==> src/ppp_pkg.sv <==
package ppp_pkg;

   localparam int MAX_PLANES      = 8;
   localparam int PLANE_WORDS     = 8;
   localparam int PALETTE_ENTRIES = 256;
   localparam int ENTRY_W         = 32;
   localparam int INDEX_W         = $clog2(PALETTE_ENTRIES);
   localparam int COLUMN_PIXELS   = 16;
   localparam int PIX_CNT_W       = $clog2(COLUMN_PIXELS);
   localparam int CSR_DATA_W      = 4;

   localparam logic [INDEX_W-1:0]   REMAP_INDEX = INDEX_W'(PALETTE_ENTRIES - 1);
   localparam logic [PIX_CNT_W-1:0] LAST_PIXEL  = PIX_CNT_W'(COLUMN_PIXELS - 1);

   localparam logic FUNC_LOAD    = 1'b0;
   localparam logic FUNC_CONVERT = 1'b1;

   localparam logic CSR_SOURCE_PLANES   = 1'b0;
   localparam logic CSR_BYTES_PER_PIXEL = 1'b1;

   typedef struct packed {
      logic        func;
      logic [7:0]  entry_index;
      logic [31:0] entry_value;
      logic [15:0] plane_word_0;
      logic [15:0] plane_word_1;
      logic [15:0] plane_word_2;
      logic [15:0] plane_word_3;
      logic [15:0] plane_word_4;
      logic [15:0] plane_word_5;
      logic [15:0] plane_word_6;
      logic [15:0] plane_word_7;
      logic        last_column;
   } req_payload_type;

   typedef struct packed {
      logic [31:0] pixel_value;
      logic        last_pixel;
      logic        end_of_image;
   } rsp_payload_type;

   typedef struct packed {
      logic               valid;
      logic [INDEX_W-1:0] addr;
      logic               last_pixel;
      logic               end_of_image;
   } rd_req_type;

   typedef struct packed {
      logic               valid;
      logic [INDEX_W-1:0] addr;
      logic [ENTRY_W-1:0] data;
   } wr_req_type;

   typedef struct packed {
      logic               valid;
      logic [ENTRY_W-1:0] data;
      logic               last_pixel;
      logic               end_of_image;
   } rd_rsp_type;

   // Bits of the palette index that the configured plane count uses.
   function automatic logic [PLANE_WORDS-1:0] plane_mask(input logic [3:0] planes);
      logic [PLANE_WORDS-1:0] mask;
      for (int n = 0; n < PLANE_WORDS; n++) begin
         mask[n] = (planes > 4'(n));
      end
      return mask;
   endfunction

   // Keep the leading bytes of the entry, right-justified.
   function automatic logic [31:0] pack_pixel(input logic [ENTRY_W-1:0] entry,
                                              input logic [2:0] bytes);
      logic [31:0] pix;
      priority if (bytes <= 3'd2) begin
         pix = {16'h0000, entry[31:16]};
      end else if (bytes == 3'd3) begin
         pix = {8'h00, entry[31:8]};
      end else begin
         pix = entry;
      end
      return pix;
   endfunction

endpackage

==> src/ppp_out_buffer.sv <==
module ppp_out_buffer
   import ppp_pkg::*;
(
   input  logic            clock,
   input  logic            reset,
   input  rd_rsp_type      rd_rsp,
   input  logic [2:0]      bytes_eff,
   output logic            issue_ok,
   output logic            rsp_valid,
   input  logic            rsp_stall,
   output rsp_payload_type rsp_data
);

   rsp_payload_type buf_ff [2];
   logic            wr_ptr_ff, wr_ptr_in;
   logic            rd_ptr_ff, rd_ptr_in;
   logic [1:0]      count_ff, count_in;
   logic            push;
   logic            pop;
   logic [2:0]      occupancy;
   rsp_payload_type push_item;

   assign push = rd_rsp.valid;
   assign pop  = rsp_valid && !rsp_stall;

   assign push_item.pixel_value  = pack_pixel(rd_rsp.data, bytes_eff);
   assign push_item.last_pixel   = rd_rsp.last_pixel;
   assign push_item.end_of_image = rd_rsp.end_of_image;

   // Allow a read only if its data will find a free slot when the memory returns it.
   assign occupancy = {1'b0, count_ff} + {2'b00, push};
   assign issue_ok  = (occupancy < (3'd2 + {2'b00, pop}));

   always_comb begin
      wr_ptr_in = wr_ptr_ff ^ push;
      rd_ptr_in = rd_ptr_ff ^ pop;
      count_in  = count_ff + {1'b0, push} - {1'b0, pop};
   end

   always_ff @(posedge clock) begin
      if (reset) begin
         wr_ptr_ff <= 1'b0;
         rd_ptr_ff <= 1'b0;
         count_ff  <= '0;
      end else begin
         wr_ptr_ff <= wr_ptr_in;
         rd_ptr_ff <= rd_ptr_in;
         count_ff  <= count_in;
      end
   end

   always_ff @(posedge clock) begin
      if (push) begin
         buf_ff[wr_ptr_ff] <= push_item;
      end
   end

   assign rsp_valid = (count_ff != 2'd0);
   assign rsp_data  = buf_ff[rd_ptr_ff];

   a_no_overflow: assert property (@(posedge clock) disable iff (reset)
      push |-> (count_ff != 2'd2) || pop)
      else $error("pixel pushed into a full buffer");

   a_count_bound: assert property (@(posedge clock) disable iff (reset)
      count_ff != 2'd3)
      else $error("buffer count out of range");

endmodule

==> config.mk <==
export PLATFORM = sky130hd
export DESIGN_NAME = ppp_out_buffer
export DESIGN_NICKNAME = d
export VERILOG_FILES = /design/src/ppp_pkg.sv /design/src/ppp_out_buffer.sv
export SDC_FILE = /design/constraint.sdc
export NUM_CORES = 1
export LEC_CHECK = 0
export BUFFER_PORTS_ARGS = -buffer_cell sky130_fd_sc_hd__buf_2
export CORE_MARGIN = 3
export CORE_UTILIZATION = 50
export DETAILED_ROUTE_END_ITERATION = 10
export GPL_TIMING_DRIVEN = 1
export PLACE_DENSITY = 0.72
export REMOVE_ABC_BUFFERS = 1
export SYNTH_ARGS = -nofsm -noshare
export SYNTH_HDL_FRONTEND = slang
export SYNTH_SLANG_ARGS = --single-unit
==> constraint.sdc <==
create_clock -name clock -period 2.2 [get_ports clock]
set_input_delay 0.11 -clock clock [delete_from_list [all_inputs] [get_ports clock]]
set_output_delay 0.11 -clock clock [all_outputs]
set_load 0.01 [all_outputs]
# ---- Word-level counts from Yosys, hierarchy flattened
# Memory sizes are Yosys's and may differ from the RTL's. A register that Yosys moved wholly into a read port is not among the register bits.
# Index checks and enable logic that the tools add are counted.
dict set report totals {
  ff_bits 4
  ramBits 68
  inputBits 41
  output_inout_bits 36
  mem_count 1
}
dict set report op_classes {
  addsub 4
  order_cmp 2
  eq_ne 1
  n_mux 5
  bitwise 2
  n_reduce_logical 3
}
# name depth word_bits read_ports rd_ports_with_merged_regs write_ports line
set memory_table {}
lappend memory_table {buf_ff 2 34 1 1 1 ppp_out_buffer.sv:14} ;# rsp_payload_type buf_ff [2];
# op count
set ops {}
lappend ops {{$mux 32} 2}
lappend ops {{$add 2x1->3} 1}
lappend ops {{$add 2x1->3 const A} 1}
lappend ops {{$eq 3x2->1 const B} 1}
lappend ops {{$le 3x2->1 const B} 1}
lappend ops {{$lt 3x3->1} 1}
lappend ops {{$mux 1} 3}
lappend ops {{$add 2x1->2} 1}
lappend ops {{$reduce_bool 2->1} 1}
lappend ops {{$sub 2x1->2} 1}
lappend ops {{$xor 1x1->1} 2}
lappend ops {{$logic_and 1x1->1} 1}
lappend ops {{$logic_not 1->1} 1}

# ---- Logic depth before layout (Yosys ltp)
dict set report logic_depth {
  word_depth 4
  mapped_depth 6
  mapped_depth_nobuf 6
}

# ---- Worst setup path after synthesis
# Ideal clock, no wire load.
dict set report synth_path {
  path_type {reg2reg}
  startpoint {reg wr_ptr_ff}
  endpoint {mem buf_ff[0][0] (netlist name), enable pin}
  setup_time_ns 0.394
  arrival_ns 1.212
  t_required_ns 1.806
  path_slack_ns 0.594
  stages_incl_launch_ff 3
  path_buffers 0
  path_cell_list {dfxtp_1 > inv_1 > ha_1}
}
# element line
set synth_rtl {}
lappend synth_rtl {{start, declared} ppp_out_buffer.sv:15} ;# logic wr_ptr_ff, wr_ptr_in;
lappend synth_rtl {{start signal, assigned} ppp_out_buffer.sv:46} ;# wr_ptr_ff <= wr_ptr_in;
lappend synth_rtl {{end, declared} ppp_out_buffer.sv:14}
# Straight into the memory's write port.

==> flow_metrics.tcl <==
set metrics [dict create \
    p_total_mw 3.82 \
    slew_headroom 0.483 \
    dp.cells 374 \
    ant_nets 0 \
    gp_congestion 0.714 \
    drtIter0Drc 111 \
    hold_path_depth 3 \
    ys_seq_area_frac 0.624 \
    worstSkewPairLatency_ns 0.34 \
    io_pins 77 \
    cp_max_fo 26 \
    hpwl_um 4210 \
    grt_max_degree 63 \
    die_w_um 88.5 \
    cts.repair.resized 0 \
    portBuffers 76 \
    cts_made_buffers 9 \
    fin_tns_setup_ns 0 \
    slew_violations 0 \
    rsz0062_at_grt "false" \
    end_kind "output pin" \
    crit_chain "buf_12 -> mux2_2 -> buf_2" \
    muxShareOfSynthArea 0.116 \
    min_period_ns 1.71 \
    clk_path_buf_depth 2 \
    yosysMostFrequentCell "edfxtp_1" \
    status "finished clean" \
    clock_sinks 72 \
    path_delay_family "flip-flops" \
    start_util 0.526 \
    cp.required_ns 2.09 \
    crit_slowest_cell "dfxtp_2" \
    synthArstFlopShare 0 \
    synth.avg_cell_area_um2 14.6 \
    syn_inst 233 \
    cts_setup_buffers 0 \
    totalWireLength_um 6550 \
    vias 2113 \
    synth_xor_area_frac 0.00662 \
    yosys.area.top_type "edfxtp_1" \
    ir_worst_vdd_mv 0.413 \
    die-area_um2 7820 \
    coreArea_um2 6460 \
    die_y_um 88.5 \
    p_leak_nw 1.57 \
    viasPerCell 5.39 \
    path_class "flip-flop to output pin" \
    finalNetCount 358 \
    final_cells 392 \
    synth_top_area_share 0.601 \
    drc 0 \
    cp-start-kind "flip-flop" \
    synth-edff-count 68 \
    skew_ns 0.00516 \
    wl_per_cell_um 16.7 \
    area_growth_pct 19.9 \
    synth_area_leaders "edfxtp_1, mux2_2, nand4b_1, o211ai_2, nand2b_1" \
    synthAdderAreaFrac 0.0221 \
    antenna_found_initial 0 \
    cts_tree "built" \
    crit_buf_inv 2 \
    hold_viol 0 \
    hold_class "primary input to flip-flop" \
    diodes 0 \
    cpPeakStageDelay_ns 0.52 \
    worstPathArrival_ns 1.60 \
    netlist_area_um2 3400 \
    grt-ovfl-total 0 \
    synth_common_cells "edfxtp_1, mux2_2, nand2_1" \
    ys.warnings.count 0 \
    final-setup-viol-count 0 \
    fp-row-count 29 \
    clk_pin_slew_worst_paths_ns 0.08 \
    synthSimpleGateAreaFrac 0.126 \
    power_density_nw_per_um2 936 \
    synth_ff_type "edfxtp_1" \
    cts_root_buf "clkbuf_8" \
    drive_gt1_frac 0.463 \
    dr.pass1.iters 4 \
    synth-seq-cells 72 \
    fmax_mhz 584 \
    holdBufCountCts 3 \
    htree_num_levels 3 \
    grt_pass1_vias 2001 \
    synth-compound-area-share 0.0674 \
    synth_cell_types 24 \
    fin_crit_sh 0.779 \
    crit_cells 3 \
    drv_cap 0 \
    reg2regPathDepth 6 \
    synth_top_family_by_area "simple AND/OR/NAND/NOR gates" \
    grt_pass1_wl_um 9900 \
    grt_usage 0.175 \
    tightest_slew_ns 0.775 \
]
## stage by stage
stage	setup WS, ns	area [um^2]	hold slack (ns)	util
6_report	0.486	4080	0.0809	0.631
5_1_grt	0.410	4080	0.0775	0.631
4_1_cts	0.462	4080	0.0642	0.631
3_5_place_dp	0.783	3810	0.310	0.590
3_3_place_gp	0.834	3810	0.299	0.590
2_1_floorplan	0.594	3280	0.177	-
## state kept, by name, summed over array words and instances (netlist names)
name	count
buf_ff	68
wr_ptr_ff	1
rd_ptr_ff	1
count_ff	2
## tightest hold or removal path, stage by stage
cell and delay, ns:
buf_2 0.07, nand2_1 0.05, o211ai_2 0.07
## power by group
group	switching [mW]	leakage (nW)	total [mW]	internal (mW)
clock network	0.486	0.109	1.23	0.743
registers	0.0638	0.682	1.70	1.63
logic	0.428	0.783	0.890	0.462
## logic make-up (layout without fill, tap and decap cells)
logic type | after synthesis | count (layout)
flops | 72 | 72
buf+inv | 20 | 102
fa+ha+maj | 6 | 6
mux | 35 | 35
compound gates | 26 | 26
simple gates | 73 | 73
xor+xnor | 1 | 1
## layer usage
metal  up-vias  GRT usage  routed length [um]  part of all wire
li1       1027          -                   -                 -
met1      1019      0.209                2720              0.42
met2        59      0.304                3430              0.52
met3         8     0.0419                 290             0.044
met4         0     0.0714                 109             0.017
met5         -          0                   0                 0
## final timing paths
path	from	to	slack (ns)
setup / recovery	rd_ptr_ff$_SDFF_PP0_	rsp_data[23]	0.49
hold / removal	rd_rsp[8]	buf_ff[0][8]$_DFFE_PP_	0.08
setup reg to reg	count_ff[0]$_SDFF_PP0_	count_ff[1]$_SDFF_PP0_	0.79
hold reg to reg	wr_ptr_ff$_SDFF_PP0_	wr_ptr_ff$_SDFF_PP0_	0.57
## cell type report
type	count	area, um^2
Clock inverter	6	109
Multi-Input combinational cell	141	1150
Timing Repair Buffer	84	460
Fill cell	531	2380
Clock buffer	9	124
Tap cell	77	96.3
Inverter	3	11.3
Sequential cell	72	2120
## cell usage in the layout (no fill, tap or decap), types with 2 or more instances in the layout
| master | n |
|---|---|
| and2_1 | 8 |
| inv_1 | 3 |
| nand4b_1 | 16 |
| o21ai_0 | 8 |
| clkinvlp_4 | 2 |
| buf_2 | 76 |
| clkbuf_8 | 9 |
| nand2b_1 | 16 |
| edfxtp_1 | 68 |
| o211ai_2 | 10 |
| ha_1 | 4 |
| ha_2 | 2 |
| o211ai_1 | 6 |
| nor2b_1 | 2 |
| nand2_1 | 25 |
| mux2_2 | 35 |
| dlygate4sd3_1 | 3 |
| nor2_1 | 4 |
| dfxtp_1 | 3 |
| bufinv_16 | 3 |
| buf_4 | 4 |
Note: power is estimated with default switching activity, not from simulation.
