## src/ppp_pkg.sv

```systemverilog
package ppp_pkg;

   localparam int MAX_PLANES      = 8;
   localparam int PLANE_WORDS     = 8;
   localparam int PALETTE_ENTRIES = 256;
   localparam int ENTRY_W         = 32;
   localparam int INDEX_W         = $clog2(PALETTE_ENTRIES);
   localparam int COLUMN_PIXELS   = 16;
   localparam int PIX_CNT_W       = $clog2(COLUMN_PIXELS);
   localparam int CSR_DATA_W      = 4;

   localparam logic [INDEX_W-1:0]   REMAP_INDEX = INDEX_W'(PALETTE_ENTRIES - 1);
   localparam logic [PIX_CNT_W-1:0] LAST_PIXEL  = PIX_CNT_W'(COLUMN_PIXELS - 1);

   localparam logic FUNC_LOAD    = 1'b0;
   localparam logic FUNC_CONVERT = 1'b1;

   localparam logic CSR_SOURCE_PLANES   = 1'b0;
   localparam logic CSR_BYTES_PER_PIXEL = 1'b1;

   typedef struct packed {
      logic        func;
      logic [7:0]  entry_index;
      logic [31:0] entry_value;
      logic [15:0] plane_word_0;
      logic [15:0] plane_word_1;
      logic [15:0] plane_word_2;
      logic [15:0] plane_word_3;
      logic [15:0] plane_word_4;
      logic [15:0] plane_word_5;
      logic [15:0] plane_word_6;
      logic [15:0] plane_word_7;
      logic        last_column;
   } req_payload_type;

   typedef struct packed {
      logic [31:0] pixel_value;
      logic        last_pixel;
      logic        end_of_image;
   } rsp_payload_type;

   typedef struct packed {
      logic               valid;
      logic [INDEX_W-1:0] addr;
      logic               last_pixel;
      logic               end_of_image;
   } rd_req_type;

   typedef struct packed {
      logic               valid;
      logic [INDEX_W-1:0] addr;
      logic [ENTRY_W-1:0] data;
   } wr_req_type;

   typedef struct packed {
      logic               valid;
      logic [ENTRY_W-1:0] data;
      logic               last_pixel;
      logic               end_of_image;
   } rd_rsp_type;

   // Bits of the palette index that the configured plane count uses.
   function automatic logic [PLANE_WORDS-1:0] plane_mask(input logic [3:0] planes);
      logic [PLANE_WORDS-1:0] mask;
      for (int n = 0; n < PLANE_WORDS; n++) begin
         mask[n] = (planes > 4'(n));
      end
      return mask;
   endfunction

   // Keep the leading bytes of the entry, right-justified.
   function automatic logic [31:0] pack_pixel(input logic [ENTRY_W-1:0] entry,
                                              input logic [2:0] bytes);
      logic [31:0] pix;
      priority if (bytes <= 3'd2) begin
         pix = {16'h0000, entry[31:16]};
      end else if (bytes == 3'd3) begin
         pix = {8'h00, entry[31:8]};
      end else begin
         pix = entry;
      end
      return pix;
   endfunction

endpackage

```

## src/ppp_sequencer.sv

```systemverilog
module ppp_sequencer
   import ppp_pkg::*;
(
   input  logic                   clock,
   input  logic                   reset,
   input  logic                   req_valid,
   output logic                   req_stall,
   input  req_payload_type        req_data,
   input  logic [PLANE_WORDS-1:0] index_mask,
   input  logic                   remap_en,
   input  logic                   issue_ok,
   output rd_req_type             rd_req,
   output wr_req_type             wr_req
);

   logic                   busy_ff, busy_in;
   logic [PIX_CNT_W-1:0]   cnt_ff, cnt_in;
   logic [15:0]            words_ff [PLANE_WORDS];
   logic [15:0]            words_in [PLANE_WORDS];
   logic                   last_col_ff, last_col_in;
   logic [15:0]            req_words [PLANE_WORDS];
   logic [PLANE_WORDS-1:0] raw_index;
   logic [PLANE_WORDS-1:0] used_index;
   logic [INDEX_W-1:0]     rd_index;
   logic                   issue;
   logic                   accept;
   logic                   on_last;

   assign req_words[0] = req_data.plane_word_0;
   assign req_words[1] = req_data.plane_word_1;
   assign req_words[2] = req_data.plane_word_2;
   assign req_words[3] = req_data.plane_word_3;
   assign req_words[4] = req_data.plane_word_4;
   assign req_words[5] = req_data.plane_word_5;
   assign req_words[6] = req_data.plane_word_6;
   assign req_words[7] = req_data.plane_word_7;

   assign issue     = busy_ff && issue_ok;
   assign on_last   = (cnt_ff == LAST_PIXEL);
   assign req_stall = busy_ff && !(issue && on_last);
   assign accept    = req_valid && !req_stall;

   always_comb begin
      for (int n = 0; n < PLANE_WORDS; n++) begin
         raw_index[n] = words_ff[n][15];
      end
      used_index = raw_index & index_mask;
      if (remap_en && (used_index == index_mask)) begin
         rd_index = REMAP_INDEX;
      end else begin
         rd_index = INDEX_W'(used_index);
      end
   end

   always_comb begin
      busy_in     = busy_ff;
      cnt_in      = cnt_ff;
      words_in    = words_ff;
      last_col_in = last_col_ff;
      if (issue) begin
         cnt_in = cnt_ff + PIX_CNT_W'(1);
         for (int n = 0; n < PLANE_WORDS; n++) begin
            words_in[n] = {words_ff[n][14:0], 1'b0};
         end
         if (on_last) begin
            busy_in = 1'b0;
         end
      end
      if (accept && (req_data.func == FUNC_CONVERT)) begin
         busy_in     = 1'b1;
         cnt_in      = '0;
         words_in    = req_words;
         last_col_in = req_data.last_column;
      end
   end

   always_ff @(posedge clock) begin
      if (reset) begin
         busy_ff <= 1'b0;
         cnt_ff  <= '0;
      end else begin
         busy_ff <= busy_in;
         cnt_ff  <= cnt_in;
      end
   end

   always_ff @(posedge clock) begin
      words_ff    <= words_in;
      last_col_ff <= last_col_in;
   end

   assign rd_req.valid        = issue;
   assign rd_req.addr         = rd_index;
   assign rd_req.last_pixel   = on_last;
   assign rd_req.end_of_image = on_last && last_col_ff;

   assign wr_req.valid = accept && (req_data.func == FUNC_LOAD);
   assign wr_req.addr  = req_data.entry_index;
   assign wr_req.data  = req_data.entry_value;

   a_convert_busy: assert property (@(posedge clock) disable iff (reset)
      req_valid && !req_stall && (req_data.func == FUNC_CONVERT) |=> busy_ff && (cnt_ff == '0))
      else $error("convert request did not start a column");

   a_hold_mid_column: assert property (@(posedge clock) disable iff (reset)
      busy_ff && !on_last |-> req_stall)
      else $error("request taken in the middle of a column");

endmodule

```

## config.mk

```make
export PLATFORM = sky130hd
export DESIGN_NAME = ppp_sequencer
export DESIGN_NICKNAME = d
export VERILOG_FILES = /design/src/ppp_pkg.sv /design/src/ppp_sequencer.sv
export SDC_FILE = /design/constraint.sdc
export NUM_CORES = 1
export LEC_CHECK = 0
export BUFFER_PORTS_ARGS = -buffer_cell sky130_fd_sc_hd__buf_4
export CAP_MARGIN = 20
export CORE_UTILIZATION = 53
export DETAILED_ROUTE_END_ITERATION = 10
export MAX_ROUTING_LAYER = met4
export PLACE_DENSITY = 0.86
export SYNTH_ARGS = -nofsm -noshare
export SYNTH_HDL_FRONTEND = slang
export SYNTH_SLANG_ARGS = --single-unit
```

## constraint.sdc

```tcl
create_clock -name clock -period 20.7 [get_ports clock]
set_clock_uncertainty 0.1 [all_clocks]
set_input_delay 4.14 -clock clock [delete_from_list [all_inputs] [get_ports clock]]
set_output_delay 4.14 -clock clock [all_outputs]
set_load 0.05 [all_outputs]
```

# After elaboration in Yosys (flattened, before gate mapping)
# Cells that the tools add are included.
[totals]
ff_bits = 134
in_bits = 183
out_inout_bits = 53
word_cells = 36
[op_classes]
addsub = 1
n_eq_ne = 2
muxes = 6
bitwise = 2
n_reduce_logical = 14
[ops]
columns = ["operator", "count"]
rows = [
  ["128-bit 2-to-1 mux", 2],
  ["8-bit AND", 1],
  ["8-bit equality test", 1],
  ["1-bit logical AND", 8],
  ["8-bit 2-to-1 mux", 1],
  ["4-bit by 1-bit adder with 4-bit output, second input constant", 1],
  ["4-bit equality test, second input constant", 1],
  ["2-bit nonzero test", 2],
  ["1-bit 2-to-1 mux", 3],
  ["1-bit logical NOT", 2],
  ["2-bit AND reduction", 1],
  ["2-bit OR reduction", 1],
  ["1-bit inverter", 1],
]

# Logic depth before layout (Yosys ltp)
# Gate-level depths: netlist of the first run.
[depth]
word_depth = 9
ltp_mapped = 6
depth_no_buf = 5

# Least setup slack after synthesis of the first run
# No wires, ideal clock.
[synth_path]
kind = "input port to flip-flop"
start = "input port issue_ok"
end = "register words_ff, in the netlist raw_index[0], enable pin"
setup_time_ns = 0.792
arrival_time_ns = 13.631
required_ns = 19.808
slack_ns = 6.177
cell_stages = 4
n_path_buf = 0
cell_sequence = "nand4_1 -> nand2_1 -> inv_1 -> o21ai_0"
[synth_between]
elab_chain_cells = 8
[synth_rtl]
columns = ["element", "line_no", "text"]
rows = [
  ["from (decl)", "ppp_sequencer.sv:11", "input logic issue_ok,"],
  ["1-bit logical AND", "ppp_sequencer.sv:38", "assign issue = busy_ff && issue_ok;"],
  ["1-bit logical AND", "ppp_sequencer.sv:40", "assign req_stall = busy_ff && !(issue && on_last);"],
  ["1-bit logical NOT", "ppp_sequencer.sv:40", ""],
  ["1-bit logical AND", "ppp_sequencer.sv:40", ""],
  ["via req_stall", "ppp_sequencer.sv:7", "output logic req_stall,"],
  ["1-bit logical NOT", "ppp_sequencer.sv:41", "assign accept = req_valid && !req_stall;"],
  ["1-bit logical AND", "ppp_sequencer.sv:41", ""],
  ["1-bit logical AND", "ppp_sequencer.sv:69", "if (accept && (req_data.func == FUNC_CONVERT)) begin"],
  ["2-bit nonzero test (no source line)", "--", ""],
  ["to (signal assigned)", "ppp_sequencer.sv:88", "words_ff <= words_in;"],
  ["to (decl)", "ppp_sequencer.sv:18", "logic [15:0] words_ff [PLANE_WORDS];"],
]
# The timed path passes the listed nets, and every way through them passes these cells.
# A chain may end at the register's enable or synchronous reset.

==> impl_metrics.yaml, run 1 <==
power:
  swShare: 0.205
  leakagePower_nw: 2.94
  clkPwrFrac: 0.436
  power.switching_uw: 145
  comb_power_share: 0.100
  p_int_uw: 562
  ir_worst_vdd_v: 0.0000533
  fin_total_pwr_uw: 707
  power.density_nw_per_um2: 92.2
  seqPwrFrac: 0.465
global_route:
  grt_first_pass_wirelength_mm: 16.9
  grt_max_degree: 76
  antenna_found_initial: 0
  grt.overflow.total: 0
  met1_usage: 0.204
  busiest_layer: "met2"
  grt_use_met2: 0.343
  grt.met3_usage: 0.0812
  grt_util_all_layers: 0.198
  grt_pass1_vias: 3565
layout:
  drive_above_1_share: 0.498
  postLayoutCoreUtil: 0.696
  area.growth.synth_to_final_pct: 25.8
  nets: 675
  fillers: 766
  diodes: 0
clock_network:
  ctsResizeCount: 0
  cts_sinks: 134
  clk_path_buf_depth: 2
  root_buffer: "clkbuf_16"
  post_cts_buffers: 0
  cts_htree_levels: 4
  numCtsBuffers: 17
  clock_latency_ns: 0.40
  clkSlewWorstSetupHoldPaths_ns: 0.05
  cts_hold_buffers: 0
  cts_tree: "built"
synth:
  synth_area_per_cell_um2: 16.5
  yosysMostFrequentCell: "edfxtp_1"
  synth_top_area_share: 0.635
  synth-main-ff-cell: "edfxtp_1"
  yosys_warnings: 0
  synthTopCellsByArea: "edfxtp_1, mux2_2, mux2_1"
  synth_edf_count: 129
  yosysSeqAreaShare: 0.651
  syn_inst: 369
  synth.distinct_cells: 28
  synth_nets: 553
  synth_seq_cells: 134
  synth_top_cell_by_area: "edfxtp_1"
  syn_area_um2: 6100
  synthTopCellsByCount: "edfxtp_1, mux2_2, mux2_1"
  ys_async_sr_fraction: 0
critical_path:
  max_stage_delay_ns: 0.39
  crit_required_ns: 16.46
  worst-setup-path-type: "input port to output port"
  critPathTopFamily: "compound AO/OA/AOI/OAI gates"
  start_kind: "input port"
  crit_fanout: 8
  critPathCaptureType: "output port"
  crit_top_cell: "buf_4"
  crit_buf_inv: 2
  crit_arrival_ns: 5.28
  slowest_stage: "o31ai_1"
  cp_cell_sequence: "buf_4 -> nand2b_1 -> o221ai_1 -> o31ai_1 -> buf_4"
place:
  dpl.hpwl_mm: 7.74
  io_buffers: 155
  place.gp.congestion: 0.740
sta:
  hold_viol_final: 0
  fmax_mhz: 105
  tns_ns: 0
  period_minus_slack_ns: 9.52
  worst_pin_slew_ns: 0.917
  worst_slew_margin_rel: 0.389
  drv_slew: 0
  setup_viol_count_final: 0
  post-route-period-util: 0.460
  rsz0062_at_grt: "no"
die:
  initial_core_util: 0.553
  die-width_um: 109
  die_area_um2: 11900
  core_area_um2: 11000
  die_h_um: 109
  ios: 236
  std_cell_rows: 38
detailed_routing:
  drt.antenna.violating_nets: 0
  drt-vias-per-instance: 5.17
  wl_per_cell_um: 17.4
  route.detailed.drc: 0
  first_pass_iters: 4
  vias: 3329
  drt_wl_total_mm: 11.2
  first_iter_violations: 118
status:
  status: "completed"
run:
  maxCapViolations: 0
worst_hold_path:
  hold_class: "flop to flop"
## final timing paths
path	slack, ns	from	depth (start not counted)	to
worst max-delay path	11.18	index_mask[0]	5	rd_req[8]
worst min-delay path	0.43	words_ff[98]	1	words_ff[99]
worst max register to register	17.37	cnt_ff[0]	7	words_ff[67]
worst min register to register	0.43	words_ff[98]	1	words_ff[99]
## cells by family after synthesis
kind of cell	count (synthesis)	share of synthesized area
mux	121	0.223
buf+inv	62	0.0734
xor+xnor	2	0.00287
flops	134	0.651
compound gates	16	0.0187
fa+ha+maj	1	0.00205
simple gates	33	0.0285
## cell type report
cell class / instances / area [µm²] / area share
sequential: 134 / 3970 / 0.518
tap: 140 / 175 / 0.0228
timing repair buffer: 159 / 1190 / 0.156
inverter: 6 / 22.5 / 0.00293
multi-input combinational: 173 / 1700 / 0.221
clock buffer: 17 / 425 / 0.0554
clock inverter: 15 / 185 / 0.0241
## cell usage in the layout (no fill, tap or decap), drive strengths merged, types with 3 or more instances in the layout
cell type and instances:
o31ai 8, clkbuf 17, edfxtp 129, mux2 120, dfxtp 5, clkinv 8, inv 7, nand2 11
nor3 3, and2 9, buf 159, bufinv 4, o21ai 3, nand2b 4
## through the flow
stage,hold WS (ns),instance area (µm²),cells,setup slack [ns]
floorplan,0.370,6100,369,6.18
finish,0.426,7670,644,11.18
detailed placement,0.414,7060,612,11.18
global placement,0.392,7060,612,11.23
CTS,0.429,7670,644,11.17
global route,0.441,7670,644,11.06
## power groups by stage
stage               Sequential, mW  Combinational, mW  Clock [mW]
floorplan                    0.339             0.0625           0
global placement             0.333             0.0682           0
detailed placement           0.334             0.0710           0
CTS                          0.329             0.0714       0.315
global route                 0.331             0.0766       0.326
finish                       0.329             0.0704       0.308
## flip-flops by register name, indices dropped and copies added, names as in the netlist
| signal | cells |
|---|---|
| words_ff | 120 |
| raw_index | 8 |
| cnt_ff | 4 |
| busy_ff | 1 |
| last_col_ff | 1 |
## per-layer routing
layer,wire (µm),vias up
met4,53,0
li1,-,1600
met2,5890,150
met3,1110,10
met5,0,-
met1,4120,1569
No activity file was read; power rests on OpenSTA's default activity.
==> run 2: changes to the inputs <==
- ABC_AREA: unset -> 1
- CORE_UTILIZATION: 53 -> 50
- PLACE_DENSITY: 0.86 -> 0.8
- clock period: 20.7 -> 9.95 ns (I/O delays scaled with it)
==> run 2 against run 1 <==
Effect of this change:
- worst setup slack got worse by 6.5 ns
- register-to-register slack got worse by 10 ns
- utilization fell by 6.7 points
- sequential power rose by 110%
- critical path type unchanged
- critical endpoint is now wr_req[40]
==> impl_metrics.yaml, run 2 <==
sta:
  setup_ws_ns: 4.64
  holdWs_ns: 0.409
  worst_slew_margin_rel: 0.307
  drv_slew: 0
  worst_pin_slew_ns: 1.04
  fmax_mhz: 188
  period_minus_slack_ns: 5.31
  hold_viol_final: 0
  tns_ns: 0
  rsz0062_at_grt: "no"
  post-route-period-util: 0.533
  setup_viol_count_final: 0
synth:
  synth_simple_gate_area_frac: 0.283
  synth_top_area_share: 0.587
  yosysSeqAreaShare: 0.602
  yosysMostFrequentCell: "nand2_1"
  synthXorXnorAreaFrac: 0.00265
  synthTopCellsByCount: "nand2_1, edfxtp_1, nand4_1"
  syn_inst: 684
  ys_async_sr_fraction: 0
  synth-main-ff-cell: "edfxtp_1"
  synth.mux.area_fraction: 0
  synth_seq_cells: 134
  synth_top_cell_by_area: "edfxtp_1"
  synth_top_family_by_area: "simple AND/OR/NAND/NOR gates"
  synthTopCellsByArea: "edfxtp_1, nand2_1, nand4_1"
  yosys_warnings: 0
  syn_area_um2: 6600
  synth_fa_ha_area_frac: 0.00190
  synth_compound_area_frac: 0.00512
  synth_area_per_cell_um2: 9.65
  synth.distinct_cells: 20
  synth_nets: 868
  synth_edf_count: 129
worst_hold_path:
  hold_end: "words_ff[97]"
  hold_start: "words_ff[96]"
  holdPathStages: 2
  hold_class: "flop to flop"
layout:
  area.growth.synth_to_final_pct: 21.2
  largest-register: "words_ff"
  most-common-layout-cells: "nand2_1, buf_4, edfxtp_1, nand4_1, inv_1"
  finalInstanceArea_um2: 8000
  layout_commonest_cell: "nand2_1"
  nets: 950
  drive_above_1_share: 0.244
  largest_register_ffs: 120
  postLayoutCoreUtil: 0.629
  diodes: 0
clock_network:
  cts_hold_buffers: 0
  post_cts_buffers: 0
  clk_path_buf_depth: 2
  numCtsBuffers: 17
  cts_tree: "built"
  cts_htree_levels: 4
  cts_sinks: 134
  clkSlewWorstSetupHoldPaths_ns: 0.05
  ctsResizeCount: 0
  clock_latency_ns: 0.41
  root_buffer: "clkbuf_16"
place:
  pre_cts_ws_ns: 4.61
  placed_area_um2: 7450
  place.gp.congestion: 0.818
  dpl.hpwl_mm: 9.45
  io_buffers: 155
power:
  leakagePower_nw: 3.64
  power.density_nw_per_um2: 180
  ir_worst_vdd_v: 0.000110
die:
  core_area_um2: 12700
  die_area_um2: 13700
  ios: 236
  die-width_um: 117
  die_h_um: 117
  std_cell_rows: 41
  initial_core_util: 0.519
detailed_routing:
  drt.antenna.violating_nets: 0
  vias: 5144
  first_pass_iters: 5
  route.detailed.drc: 0
  wl_met3_um: 754
  drt_wl_total_mm: 14.8
  wl_per_cell_um: 15.6
  top_layer_used: "met4"
  drt-vias-per-instance: 5.41
  wirelength_met1_mm: 5.99
  first_iter_violations: 430
  wl_met2_mm: 7.60
global_route:
  grt_pass1_vias: 4754
  grt_first_pass_wirelength_mm: 22.7
  grt_max_degree: 102
  antenna_found_initial: 0
  grt.overflow.total: 0
  grt_util_all_layers: 0.227
run:
  maxCapViolations: 0
critical_path:
  reg2reg_slack_ns: 6.88
  start_kind: "input port"
  max_stage_delay_ns: 0.49
  crit_top_cell: "buf_4"
  cp_cell_sequence: "buf_4 -> nand4_1 -> nand2_4 -> inv_1 -> nor3_1 -> buf_4"
  crit_fanout: 57
  crit_buf_inv: 3
  crit_arrival_ns: 3.22
  worst-setup-path-type: "input port to output port"
  slowest_stage: "nand2_4"
  r2r-start: "cnt_ff[0]"
  worst-r2r-cell-count: 7
  critPathTopFamily: "simple AND/OR/NAND/NOR gates"
  timing.rr.end: "words_ff[44]"
  critPathCaptureType: "output port"
  crit_required_ns: 7.86
status:
  status: "completed"
[run 2: metrics by stage]
step,std cells,power [mW]
floorplan,684,0.848
global placement,919,0.868
detailed placement,919,0.876
CTS,951,1.45
global route,951,1.50
finish,951,1.44
[run 2: cell families after synthesis]
kind of cell	after synthesis
AO/OA/AOI/OAI	6
XOR/XNOR	2
adder cells (fa/ha/maj)	1
buffers and inverters	128
flip-flops	134
AND/OR/NAND/NOR	413
[run 2: worst max-delay path by stage]
stage,from,depth (start not counted),end,slack (ns)
final,issue_ok,6,wr_req[40],4.64
after CTS,issue_ok,6,wr_req[40],4.61
after global routing,issue_ok,6,wr_req[40],4.49
after detailed placement,issue_ok,6,wr_req[40],4.61
after global placement,issue_ok,6,wr_req[40],4.66
after floorplan,issue_ok,5,wr_req[40],4.13
[run 2: metal layers]
metal / GRT usage / up-vias
met5: - / -
met4: 0.116 / 0
met3: 0.0463 / 50
met2: 0.361 / 176
met1: 0.277 / 2412
li1: - / 2506
[run 2: worst min-delay path, delay by kind of cell (launching register included)]
family	cells	cell delay, ns
simple gates	2	0.10
flops	1	0.31
[run 2: area by class of cell]
cell class / count / area, µm²
Sequential cell: 134 / 3970
Timing Repair Buffer: 160 / 1200
Clock buffer: 19 / 433
Inverter: 31 / 119
Clock inverter: 13 / 114
Fill cell: 1086 / 4720
Multi-Input combinational cell: 422 / 1950
Tap cell: 172 / 215
[run 2: power by group]
group | leakage, nW | switching, mW | internal (mW)
registers | 1.27 | 0.0126 | 0.677
logic | 2.11 | 0.107 | 0.0683
clock network | 0.272 | 0.216 | 0.362
total | 3.64 | 0.336 | 1.11
==> run 3: changes to the inputs <==
- ABC_AREA: 1 -> 0
- CORE_UTILIZATION: 50 -> 49
- clock period: 9.95 -> 5 ns (I/O delays scaled with it)
==> run 3 against run 2 <==
Effect of this change:
- via count shrank 35%
- critical path depth fell by 1
- critical endpoint is now rd_req[8]
- count of clock-buffer cells in the layout is 3 higher
- power grew 89%
- utilization rose by 0.14 points
- die area is 5.6% lower
- register-to-register slack got worse by 4.4 ns
- sequential share of layout area is 2.6 points higher
- highest routed layer unchanged
- flip-flop and latch count did not move
- combinational power increased by 66%
- wire length fell by 28%
- worst hold slack better by 0.017 ns
==> impl_metrics.yaml, run 3 (same netlist as run 1, synthesis figures left out) <==
detailed_routing:
  vias: 3346
  wl_per_cell_um: 16.0
  drt_wl_total_mm: 10.7
  first_pass_iters: 5
  route.detailed.drc: 0
  drt-vias-per-instance: 4.99
  drt.antenna.violating_nets: 0
  first_iter_violations: 193
power:
  ir_worst_vdd_v: 0.000248
  leakagePower_nw: 2.90
  power.density_nw_per_um2: 359
global_route:
  grt_first_pass_wirelength_mm: 16.6
  antenna_found_initial: 0
  grt.overflow.total: 0
  grt_pass1_vias: 3509
  grt_util_all_layers: 0.178
  grt_max_degree: 85
critical_path:
  crit_arrival_ns: 2.08
  crit_required_ns: 3.90
  crit_fanout: 8
  critPathCaptureType: "output port"
  worst-setup-path-type: "input port to output port"
  timing.rr.end: "words_ff[44]"
  start_kind: "input port"
  r2r-start: "cnt_ff[0]"
  worst-r2r-cell-count: 5
  reg2reg_slack_ns: 2.46
layout:
  largest-register: "words_ff"
  diodes: 0
  most-common-layout-cells: "buf_4, edfxtp_1, mux2_2, mux2_1, clkbuf_16"
  layout_commonest_cell: "buf_4"
  largest_register_ffs: 120
  seq_area_um2: 3970
  nets: 675
  finalInstanceArea_um2: 7600
  fillers: 914
  drive_above_1_share: 0.488
  area.growth.synth_to_final_pct: 24.6
  postLayoutCoreUtil: 0.630
  multiInputGateArea_um2: 1700
clock_network:
  cts_hold_buffers: 0
  post_cts_buffers: 0
  root_buffer: "clkbuf_16"
  cts_sinks: 134
  cts_tree: "built"
  numCtsBuffers: 17
  clk_path_buf_depth: 2
  clock_latency_ns: 0.41
  cts_htree_levels: 4
  ctsResizeCount: 0
  clkSlewWorstSetupHoldPaths_ns: 0.05
die:
  core_area_um2: 12100
  die_area_um2: 12900
  initial_core_util: 0.506
  ios: 236
  die-width_um: 114
  die_h_um: 114
  std_cell_rows: 40
place:
  pre_cts_ws_ns: 1.80
  place.gp.congestion: 0.710
  placed_area_um2: 7100
  dpl.hpwl_mm: 7.37
  io_buffers: 155
sta:
  worst_slew_margin_rel: 0.290
  setup_ws_ns: 1.82
  tns_ns: 0
  worst_pin_slew_ns: 1.06
  hold_viol_final: 0
  period_minus_slack_ns: 3.18
  post-route-period-util: 0.637
  setup_viol_count_final: 0
  holdWs_ns: 0.426
  drv_slew: 0
  fmax_mhz: 314
  rsz0062_at_grt: "no"
worst_hold_path:
  hold_class: "flop to flop"
  holdPathStages: 1
  hold_end: "words_ff[78]"
  hold_start: "words_ff[77]"
run:
  maxCapViolations: 0
status:
  status: "completed"
[run 3: layout make-up]
type                            instances  share of cell area
Clock buffer                           22              0.0584
Clock inverter                          8             0.00790
Inverter                                6             0.00296
Multi-Input combinational cell        173               0.223
Sequential cell                       134               0.523
Tap cell                              168              0.0276
Timing Repair Buffer                  159               0.157
[run 3: worst max-delay path: stages]
cell,delay (ns)
buf_4,0.11
nand2b_1,0.07
o2111ai_1,0.30
o31ai_1,0.34
buf_4,0.25
[run 3: worst max path at each step]
stage	startpoint	end	slack (ns)	cells past startpoint
floorplan	issue_ok	raw_index[0]	0.82	4
global route	index_mask[7]	rd_req[8]	1.65	5
detailed placement	index_mask[7]	rd_req[8]	1.80	5
global placement	index_mask[0]	rd_req[8]	1.89	5
CTS	index_mask[7]	rd_req[8]	1.80	5
finish	index_mask[7]	rd_req[8]	1.82	5
[run 3: stage by stage]
| stage | instances | total power, mW |
|---|---|---|
| detailed placement | 640 | 1.68 |
| CTS | 670 | 2.76 |
| finish | 670 | 2.73 |
| global route | 670 | 2.83 |
| global placement | 640 | 1.67 |
| floorplan | 369 | 1.64 |
[run 3: layer usage]
metal,wire length [µm],global-route usage
met1,4200,0.193
met2,5420,0.293
met3,869,0.0622
met4,232,0.0807
met5,0,-
[run 3: report_power, final]
group          internal [mW]  switching [mW]
clock                  0.666           0.412
combinational          0.158           0.133
sequential              1.34          0.0198
